`src/rtl/core/hid_keycode_to_azerty_char_assert.svh`:
```
// Assertion macros used by the top-level RTL module.
`ifndef HID_KEYCODE_TO_AZERTY_CHAR_ASSERT_SVH
`define HID_KEYCODE_TO_AZERTY_CHAR_ASSERT_SVH

// Same-cycle implication, held off during reset.
`define HKAC_ASSERT_IMPL(label, clk, rst_n, ante, cons) \
  label: assert property (@(posedge clk) disable iff (!rst_n) (ante) |-> (cons)) \
    else $error("assertion failed");

// Next-cycle implication, held off during reset.
`define HKAC_ASSERT_NEXT(label, clk, rst_n, ante, cons) \
  label: assert property (@(posedge clk) disable iff (!rst_n) (ante) |=> (cons)) \
    else $error("assertion failed");

`endif

```
`src/rtl/core/hkac_pkg.sv`:
```
`default_nettype none
package hkac_pkg;

  // HID usage codes
  localparam logic [7:0] SC_NONE       = 8'h00;
  localparam logic [7:0] SC_A          = 8'h04;
  localparam logic [7:0] SC_Z          = 8'h1D;
  localparam logic [7:0] SC_1          = 8'h1E;
  localparam logic [7:0] SC_0          = 8'h27;
  localparam logic [7:0] SC_ENTER      = 8'h28;
  localparam logic [7:0] SC_ESCAPE     = 8'h29;
  localparam logic [7:0] SC_BACKSPACE  = 8'h2A;
  localparam logic [7:0] SC_TAB        = 8'h2B;
  localparam logic [7:0] SC_SPACE      = 8'h2C;
  localparam logic [7:0] SC_MINUS      = 8'h2D;
  localparam logic [7:0] SC_EQUAL      = 8'h2E;
  localparam logic [7:0] SC_LBRACKET   = 8'h2F;
  localparam logic [7:0] SC_RBRACKET   = 8'h30;
  localparam logic [7:0] SC_BACKSLASH  = 8'h31;
  localparam logic [7:0] SC_SEMICOLON  = 8'h33;
  localparam logic [7:0] SC_APOSTROPHE = 8'h34;
  localparam logic [7:0] SC_COMMA      = 8'h36;
  localparam logic [7:0] SC_DOT        = 8'h37;
  localparam logic [7:0] SC_SLASH      = 8'h38;
  localparam logic [7:0] SC_CAPSLOCK   = 8'h39;
  localparam logic [7:0] SC_DELETE     = 8'h4C;

  // modifier byte bit positions
  localparam int MOD_LSHIFT_BIT = 1;
  localparam int MOD_RSHIFT_BIT = 5;

  // extended character codes
  localparam logic [7:0] CH_SECTION = 8'h80;
  localparam logic [7:0] CH_MICRO   = 8'h81;
  localparam logic [7:0] CH_UMLAUT  = 8'h82;
  localparam logic [7:0] CH_POUND   = 8'h83;
  localparam logic [7:0] CH_DEGREE  = 8'h84;

  // item held in the input stage
  typedef struct packed {
    logic [7:0] key_code;
    logic       shift;
    logic       caps;
  } hkac_item_t;

endpackage
`default_nettype wire

```
`src/rtl/core/hkac_xlate.sv`:
```
`default_nettype none
module hkac_xlate (
  input  hkac_pkg::hkac_item_t item_i,
  output logic [7:0]           char_code_o,
  output logic                 clear_o
);

  logic [7:0] us_ch;
  logic [7:0] az_ch;
  logic [7:0] low_ch;

  // usage code to US character
  always_comb begin
    us_ch = 8'h00;
    if (item_i.key_code >= hkac_pkg::SC_A && item_i.key_code <= hkac_pkg::SC_Z) begin
      us_ch = item_i.key_code - hkac_pkg::SC_A + 8'h41;
    end else if (item_i.key_code >= hkac_pkg::SC_1 && item_i.key_code < hkac_pkg::SC_0) begin
      us_ch = item_i.key_code - hkac_pkg::SC_1 + 8'h31;
    end else begin
      case (item_i.key_code)
        hkac_pkg::SC_0:          us_ch = 8'h30;
        hkac_pkg::SC_SPACE:      us_ch = 8'h20;
        hkac_pkg::SC_ENTER:      us_ch = 8'h0A;
        hkac_pkg::SC_TAB:        us_ch = 8'h09;
        hkac_pkg::SC_DELETE:     us_ch = 8'h7F;
        hkac_pkg::SC_COMMA:      us_ch = 8'h3C;
        hkac_pkg::SC_DOT:        us_ch = 8'h3E;
        hkac_pkg::SC_SLASH:      us_ch = 8'h3F;
        hkac_pkg::SC_SEMICOLON:  us_ch = 8'h3A;
        hkac_pkg::SC_APOSTROPHE: us_ch = 8'h22;
        hkac_pkg::SC_BACKSLASH:  us_ch = 8'h7C;
        hkac_pkg::SC_LBRACKET:   us_ch = 8'h7B;
        hkac_pkg::SC_RBRACKET:   us_ch = 8'h7D;
        hkac_pkg::SC_EQUAL:      us_ch = 8'h2B;
        hkac_pkg::SC_MINUS:      us_ch = 8'h5F;
        hkac_pkg::SC_BACKSPACE:  us_ch = 8'h08;
        hkac_pkg::SC_ESCAPE:     us_ch = 8'h1B;
        default:                 us_ch = 8'h00;
      endcase
    end
  end

  // US to AZERTY key positions
  always_comb begin
    case (us_ch)
      8'h41:   az_ch = 8'h51;
      8'h5A:   az_ch = 8'h57;
      8'h51:   az_ch = 8'h41;
      8'h57:   az_ch = 8'h5A;
      8'h4D:   az_ch = 8'h3F;
      8'h3C:   az_ch = 8'h2E;
      8'h3E:   az_ch = 8'h2F;
      8'h3F:   az_ch = hkac_pkg::CH_SECTION;
      8'h3A:   az_ch = 8'h4D;
      8'h22:   az_ch = 8'h25;
      8'h7C:   az_ch = hkac_pkg::CH_MICRO;
      8'h7B:   az_ch = hkac_pkg::CH_UMLAUT;
      8'h7D:   az_ch = hkac_pkg::CH_POUND;
      8'h5F:   az_ch = hkac_pkg::CH_DEGREE;
      default: az_ch = us_ch;
    endcase
  end

  // unshifted form
  always_comb begin
    if (az_ch >= 8'h41 && az_ch <= 8'h5A) begin
      low_ch = az_ch + 8'h20;
    end else begin
      case (az_ch) inside
        8'h31:                 low_ch = 8'h26;
        8'h32, 8'h37:          low_ch = 8'h65;
        8'h33:                 low_ch = 8'h22;
        8'h34:                 low_ch = 8'h27;
        8'h35:                 low_ch = 8'h28;
        8'h36:                 low_ch = 8'h2D;
        8'h38:                 low_ch = 8'h5F;
        8'h39:                 low_ch = 8'h63;
        8'h30:                 low_ch = 8'h61;
        8'h3F:                 low_ch = 8'h2C;
        8'h2E:                 low_ch = 8'h3B;
        8'h2F:                 low_ch = 8'h3A;
        hkac_pkg::CH_SECTION:  low_ch = 8'h21;
        8'h25:                 low_ch = 8'h75;
        hkac_pkg::CH_MICRO:    low_ch = 8'h2A;
        hkac_pkg::CH_UMLAUT:   low_ch = 8'h5E;
        hkac_pkg::CH_POUND:    low_ch = 8'h24;
        hkac_pkg::CH_DEGREE:   low_ch = 8'h29;
        8'h2B:                 low_ch = 8'h3D;
        default:               low_ch = az_ch;
      endcase
    end
  end

  // lowered when caps and shift agree; a release gives zero
  assign clear_o     = (item_i.key_code == hkac_pkg::SC_NONE);
  assign char_code_o = clear_o ? 8'h00 : ((item_i.caps == item_i.shift) ? low_ch : az_ch);

endmodule
`default_nettype wire

```
`src/rtl/core/hid_keycode_to_azerty_char.sv`:
```
// Result path: an accepted item is held in the input register, then its translation is
// captured in the result register, which drives out_tvalid.
// Throughput: one item per cycle; in_tready drops only while both stages hold items
// and out_tready is low.
// Reset (rst_n low, synchronous): caps lock flag cleared, both stages emptied.
`default_nettype none
module hid_keycode_to_azerty_char (
  input  wire logic        clk,
  input  wire logic        rst_n,
  input  wire logic        in_tvalid,
  output logic             in_tready,
  input  wire logic [15:0] in_tdata,   // key_code [7:0], modifier_bits [15:8]
  output logic             out_tvalid,
  input  wire logic        out_tready,
  output logic [15:0]      out_tdata,  // char_code [7:0], caps_on [8], zero [15:9]
  output logic             out_tuser   // clear_display
);

  `include "hid_keycode_to_azerty_char_assert.svh"

  logic                 caps_r;
  logic                 caps_nxt;
  logic                 s1_valid_r;
  hkac_pkg::hkac_item_t s1_item_r;
  hkac_pkg::hkac_item_t s1_item_nxt;
  logic                 out_valid_r;
  logic [7:0]           out_char_r;
  logic                 out_clr_r;
  logic                 out_caps_r;
  logic [7:0]           x_char;
  logic                 x_clr;
  logic                 in_acc;
  logic                 s2_ready;
  logic                 s1_is_caps;

  assign s2_ready  = !out_valid_r || out_tready;
  assign in_tready = !s1_valid_r || s2_ready;
  assign in_acc    = in_tvalid && in_tready;

  assign s1_is_caps = (in_tdata[7:0] == hkac_pkg::SC_CAPSLOCK);
  // flag seen by the result is the value after this report
  assign caps_nxt   = caps_r ^ (in_acc && s1_is_caps);

  always_comb begin
    s1_item_nxt.key_code = in_tdata[7:0];
    s1_item_nxt.shift    = in_tdata[8 + hkac_pkg::MOD_LSHIFT_BIT]
                         | in_tdata[8 + hkac_pkg::MOD_RSHIFT_BIT];
    s1_item_nxt.caps     = caps_nxt;
  end

  hkac_xlate u_xlate (
    .item_i      (s1_item_r),
    .char_code_o (x_char),
    .clear_o     (x_clr)
  );

  always_ff @(posedge clk) begin
    if (!rst_n) begin
      caps_r      <= 1'b0;
      s1_valid_r  <= 1'b0;
      out_valid_r <= 1'b0;
    end else begin
      caps_r <= caps_nxt;
      if (in_tready) begin
        s1_valid_r <= in_tvalid;
      end
      if (s2_ready) begin
        out_valid_r <= s1_valid_r;
      end
    end
  end

  always_ff @(posedge clk) begin
    if (in_acc) begin
      s1_item_r <= s1_item_nxt;
    end
    if (s2_ready && s1_valid_r) begin
      out_char_r <= x_char;
      out_clr_r  <= x_clr;
      out_caps_r <= s1_item_r.caps;
    end
  end

  assign out_tvalid = out_valid_r;
  assign out_tdata  = {7'd0, out_caps_r, out_char_r};
  assign out_tuser  = out_clr_r;

  `HKAC_ASSERT_IMPL(a_clear_no_char, clk, rst_n, out_valid_r && out_clr_r, out_char_r == 8'h00)
  `HKAC_ASSERT_NEXT(a_caps_hold, clk, rst_n, !(in_acc && s1_is_caps), $stable(caps_r))
  `HKAC_ASSERT_NEXT(a_caps_stage, clk, rst_n, in_acc, s1_item_r.caps == caps_r)

endmodule
`default_nettype wire

```
`config.mk`:
```
export PLATFORM = sky130hd
export DESIGN_NAME = hid_keycode_to_azerty_char
export DESIGN_NICKNAME = d
export VERILOG_FILES = /design/src/rtl/core/hkac_pkg.sv /design/src/rtl/core/hkac_xlate.sv /design/src/rtl/core/hid_keycode_to_azerty_char.sv
export VERILOG_INCLUDE_DIRS = /design/src /design/src/rtl/core
export SDC_FILE = /design/constraint.sdc
export NUM_CORES = 1
export LEC_CHECK = 0
export CORE_MARGIN = 1.5
export CORE_UTILIZATION = 57
export DETAILED_ROUTE_END_ITERATION = 12
export DONT_BUFFER_PORTS = 1
export GPL_ROUTABILITY_DRIVEN = 0
export PLACE_DENSITY = 0.83
export SLEW_MARGIN = 20
export SYNTH_ARGS = -nofsm -noshare
export SYNTH_HDL_FRONTEND = slang
export SYNTH_SLANG_ARGS = --single-unit
```
`constraint.sdc`:
```
create_clock -name clk -period 11.9 [get_ports clk]
set_clock_uncertainty 0.15 [all_clocks]
set_input_delay 3.57 -clock clk [delete_from_list [all_inputs] [get_ports clk]]
set_output_delay 3.57 -clock clk [all_outputs]
set_load 0.005 [all_outputs]
```
Word-level counts from Yosys, hierarchy flattened
Cells that the tools add are included.
Operators by class
  equal/unequal tests: 53
  bitwise gates (word level): 2
  reductions and logical operators: 12
  order comparisons: 6
  add/sub/neg operators: 5
  mux-type cells: 25
Operators by type and width (number)
  equality test 8 x 6 -> 1 bit (second input constant): 37
  two-way mux 8 bit: 23
  one-hot mux 7 bit (17 select lines): 1
  one-hot mux 8 bit (14 select lines): 1
  equality test 8 x 7 -> 1 bit (second input constant): 10
  equality test 8 bit (second input constant): 5
  adder 8 x 6 -> 8 bit (second input constant): 2
  adder 8 x 7 -> 8 bit (second input constant): 1
  greater-or-equal comparator 8 x 3 -> 1 bit (second input constant): 1
  greater-or-equal comparator 8 x 5 -> 1 bit (second input constant): 1
  greater-or-equal comparator 8 x 7 -> 1 bit (second input constant): 1
  <= comparator 8 x 5 -> 1 bit (second input constant): 1
  <= comparator 8 x 7 -> 1 bit (second input constant): 1
  logical NOT 8 bit: 1
  < comparator 8 x 6 -> 1 bit (second input constant): 1
  subtractor 8 x 3 -> 8 bit (second input constant): 1
  subtractor 8 x 5 -> 8 bit (second input constant): 1
  logical AND 1 bit: 6
  logical NOT 1 bit: 2
  logical OR 1 bit: 2
  OR reduction 2 bit: 1
  equality test 1 bit: 1
  bitwise OR 1 bit: 1
  XOR 1 bit: 1
Storage, ports and cells
  output and inout port bits: 19
  logic and storage cells: 112
  flip-flop bits (word level): 23
  bits of input ports: 20

Longest topological paths before layout
  depth after elaboration: 28
  depth in mapped cells: 20
  gate-level depth less buffers: 16

Hierarchy
From an unflattened synthesis, not the netlist that was laid out.
Unflattened totals
  cell total of the unflattened synthesis: 345
  area total of the unflattened synthesis: 2952.8 um^2
By module, submodules not included
  hkac_xlate: area an instance 2118.3 um^2, cells each 298, times used 1, sequential area each 0.0 um^2
  hid_keycode_to_azerty_char: area an instance 834.6 um^2, cells each 47, times used 1, sequential area each 660.6 um^2

Worst setup path before layout
No wires, ideal clock.
  path kind: input to output
  start point: input port out_tready
  end point: output port in_tready
  setup slack: 4.327 ns
  data required time: 8.180 ns
  cell stages on the path: 2
  arrival time: 3.853 ns
  buffers on the path: 0
  path through: nor2b_1 > nand2_1
Between the ends
  longest elaborated chain between the ends: 2
Ends and longest elaborated chain
  from (decl): RTL line hid_keycode_to_azerty_char.sv:14  | input wire logic out_tready,
  logical OR 1 bit: RTL line hid_keycode_to_azerty_char.sv:36  | assign s2_ready = !out_valid_r || out_tready;
  logical OR 1 bit: RTL line hid_keycode_to_azerty_char.sv:37  | assign in_tready = !s1_valid_r || s2_ready;
  to (decl): RTL line hid_keycode_to_azerty_char.sv:11  | output logic in_tready,
Every way passes these cells.

Worst setup path after layout
Same ends and word-level chain as after synthesis.

==> impl_summary.md <==
Critical path
Data on the critical path is required at its endpoint by between 8 and 9 ns. The data arrival time at the worst-slack endpoint is 3.93 ns. The largest driver fanout on the critical path is 4. The critical path contains buffers and inverters numbering 0 combined. The setup check on the worst reg-to-reg path leaves a slack of roughly 6.0 ns.

Among all stages on the critical path, the largest delay is contributed by sky130_fd_sc_hd__nor2b_1. The worst setup path is of the primary input to primary output kind. The endpoint identified for the worst register-to-register timing path is out_char_r[3]. Walking the worst path, the cells encountered are nor2b_1, nand2_1. The startpoint type of the worst setup path is a primary input. STA classifies the critical path endpoint as a primary output.

In this design, the stage delay of the slowest critical-path cell is between 0.2 and 0.25 ns. Counting buffers and inverters, the worst setup path is 2 cells deep. The critical path's top delay family is simple AND/OR/NAND/NOR gates. The worst register-to-register path has a depth of 14. The startpoint of the worst-slack reg-to-reg timing path is s1_item_r[2].

Synthesis
Of the total synthesized cell area, the portion taken by full adders, half adders and majority gates is 0.02784. By area, the combinational part of the netlist is dominated by compound AO/OA/AOI/OAI gates. The dominant register cell in the synthesized netlist is sky130_fd_sc_hd__edfxtp_1. The largest area contributor in the synthesized netlist is sky130_fd_sc_hd__edfxtp_1. In this run, synthesis inferred 20 flip-flops with an integrated enable. The number of instances in the synthesized netlist is 316. The post-synthesis sequential element count is 23. The part of the Yosys area used for sequential elements is 0.2450. After synthesis the cells add up to around 2700 sq um.

The commonest cells after synthesis are 21 x sky130_fd_sc_hd__nand2_1, 20 x sky130_fd_sc_hd__a21oi_1, 20 x sky130_fd_sc_hd__edfxtp_1, 20 x sky130_fd_sc_hd__nor2_1, 15 x sky130_fd_sc_hd__nor3_1. Ranked by total cell area, the synthesized netlist is headed by sky130_fd_sc_hd__edfxtp_1 22%, sky130_fd_sc_hd__a21oi_1 3.7%, sky130_fd_sc_hd__buf_4 3.6%. Of the post-synthesis cell area, the dominant cell type holds 0.2227. Measured against the total synthesized area, the mux share comes to 0.01949.

Among all cell types in the netlist, the one instantiated most often is sky130_fd_sc_hd__nand2_1. Yosys mapped the design onto just under 80 distinct sky130hd cell types. The post-synthesis compound-gate area fraction is 0.3239. The simple-gate portion of the synthesized area is 0.2798. Of the total synthesized cell area, the portion taken by XOR and XNOR cells is 0.03248. Counting flops with an async set or reset pin after synthesis yields a share of 0. Dividing the synthesized area by the synthesized cell count gives 8.533 sq um. The warning count from the yosys run is 0.

Routing
The mean routed wirelength per cell is 19.50 microns. The via count normalized by instance count is between 7 and 8. The final layout contains routed wiring with a total length of 6922 microns. In the routed design, unresolved DRC markers number 0. The remaining number of nets flagged by the antenna check after routing is 0.

The first detailed-routing pass ran for 5 iterations. The number of vias after detailed routing is 2623. The violation count after the first detailed-routing iteration is roughly 310.

Worst hold path
The kind of path behind the tightest hold check is flip-flop to flip-flop. The hold path startpoint is s1_valid_r. For hold timing, the worst endpoint is out_tvalid. Counting instances, the worst hold path has a depth of 1.

Power
The power density over the cells is 79.26 nW/um^2. The switching power summed over all nets is 0.07169 mW. The clock network fraction of design power is 0.234. The design internal power is between 0.1 and 0.15 mW. The leakage power is around 0.96 nW. Of the total power, the share spent switching nets is 0.3373. The maximum resistive drop on vdd is 0.1078 mV.

The design draws about 0.21 mW. The share of total power dissipated in combinational logic is 0.296. Of the total power, registers draw 0.470.

STA
The number of max-slew violations in the final report was 0. The final hold violation count is 0. The post-route setup TNS is 0 ns. The worst pin sits at a relative slew slack of 0.4108. Setup repair after global routing left no endpoint under its margin. The worst path in the final design needs a cycle of 7.647 ns, including I/O delays and setup. The fmax is ~0.13 GHz.

The total of endpoints with negative setup slack in the final report is 0. Of the available clock period, the critical path in the final layout requires 0.6426. The pin slew with the least headroom to its limit is 0.8837 ns. Across all hold checks on the routed design, the worst slack comes to roughly 0.37 ns.

Finish
From synthesis to final layout, the design area changed by -0.5569%. After the last flow step, the layout net total stands at 330. Summing all non-filler instances in the final layout gives an area of 2681 sq um. The final antenna diode count is 0.

The count of cells in the finished layout, fillers not included, comes to ~360. In the final layout, the share of cells above drive strength 1 is 0.09571.

Clocking
Once the clock tree was built, the setup fixing pass inserted 0 buffers. The clock net sink count is 23. TritonCTS created 3 clock buffers. The clock-pin slew reported for the worst setup and hold paths after clock tree synthesis is around 0.080 ns.

The tree is rooted in a sky130_fd_sc_hd__clkbuf_8. TritonCTS built the clock tree. The H-tree depth is 1. The longest clock path from root to sink contains 2 buffers. The number of gates given a new drive strength after cts is 0.

For the worst-skew pair, the clock arrives at the later sink with an insertion delay of between 0.2 and 0.3 ns. The number of hold buffers added after CTS was 0.

Die
In this run the count of I/O pins placed on the die edge is 39. From left edge to right edge, the die measures 71.78 microns. The initial utilization of the core area, before any placement, comes to 0.6067.

The die is about 72 microns tall. The site row count is 24. The area inside the core boundary is ~4400 sq um. The die area is 5152 sq um.

Placed design
During placement, the flow inserted port buffers numbering 0. The instance area after placement is about 2600 sq um. Once detailed placement completed, the half-perimeter wirelength came to ~5200 microns. Including well taps, the total number of placed cells is about 350.

Global routing
The remaining global-route overflow is 0. The initial antenna violation count came to 0. The via count of the first global-routing pass is around 2500. Entering global routing, the biggest net connects 24 pins. Across every metal layer, demand over resource in global routing totals 0.2824. The first global-routing pass estimated 11670 microns of wire.

Flow run
The count of max-cap constraint violations is 0.

Status
The run finished with clean final reports.
-- final cells by class --
type / instances / area, sq um
fillers: 390 / 1763
well taps: 52 / 65.06
clock buffers: 3 / 41.29
flip-flops and latches: 23 / 660.6
repair buffers: 2 / 15.01
multi-input cells: 268 / 1869
clock inverters: 1 / 7.507
inverters: 6 / 22.52
-- kinds of logic after synthesis --
| kind of cell | count (synthesis) |
|---|---|
| XOR/XNOR | 10 |
| AND/OR/NAND/NOR | 130 |
| flip-flops | 23 |
| other | 1 |
| buffers and inverters | 31 |
| adder cells (fa/ha/maj) | 6 |
| AO/OA/AOI/OAI | 110 |
| multiplexers | 5 |
-- cells in the final DEF (no fill, tap or decap), types with 7 or more instances in the layout --
| cell | Yosys | layout |
|---|---|---|
| sky130_fd_sc_hd__conb_1 | 1 | 7 |
| sky130_fd_sc_hd__o21ai_0 | 11 | 11 |
| sky130_fd_sc_hd__nor2_1 | 20 | 20 |
| sky130_fd_sc_hd__edfxtp_1 | 20 | 20 |
| sky130_fd_sc_hd__nand3_1 | 13 | 13 |
| sky130_fd_sc_hd__a21o_1 | 7 | 7 |
| sky130_fd_sc_hd__a21oi_1 | 20 | 20 |
| sky130_fd_sc_hd__nor4_1 | 8 | 8 |
| sky130_fd_sc_hd__xnor2_1 | 7 | 7 |
| sky130_fd_sc_hd__nor3_1 | 15 | 15 |
| sky130_fd_sc_hd__nand2_1 | 21 | 21 |
| sky130_fd_sc_hd__nor2b_1 | 7 | 7 |
-- stage by stage --
stage | worst slack [ns] | util
final | 4.253 | 0.6033
after global routing | 4.205 | 0.6033
after floorplan | 4.327 | -
after detailed placement | 4.251 | 0.5923
after CTS | 4.252 | 0.6033
after global placement | 4.303 | 0.5923
-- worst max-delay path by stage --
stage,end,startpoint
final,in_tready,out_tready
after global routing,in_tready,out_tready
after CTS,in_tready,out_tready
after detailed placement,in_tready,out_tready
after global placement,in_tready,out_tready
after floorplan,in_tready,out_tready
-- metal layers --
| metal | global-route usage | wire length [microns] | vias to the layer above |
|---|---|---|---|
| met4 | 0.1300 | 193 | 0 |
| met1 | 0.3779 | 2907 | 1209 |
| met5 | 0 | 0 | - |
| li1 | - | - | 1215 |
| met3 | 0.02250 | 490 | 26 |
| met2 | 0.4650 | 3331 | 173 |
-- power by group through the flow --
stage               Combinational [mW]  Sequential [mW]  Clock, mW
floorplan                       0.0557           0.0982          0
global placement                0.0590            0.101          0
detailed placement              0.0613            0.101          0
CTS                             0.0617           0.0998     0.0518
global route                    0.0690            0.101     0.0532
finish                          0.0629           0.0999     0.0498
-- state kept, by name (all words and copies together) (netlist names) --
name,cells
s1_item_r,10
out_char_r,8
caps_r,1
out_caps_r,1
out_tuser,1
out_tvalid,1
s1_valid_r,1
No activity file was read; power rests on OpenSTA's default activity.
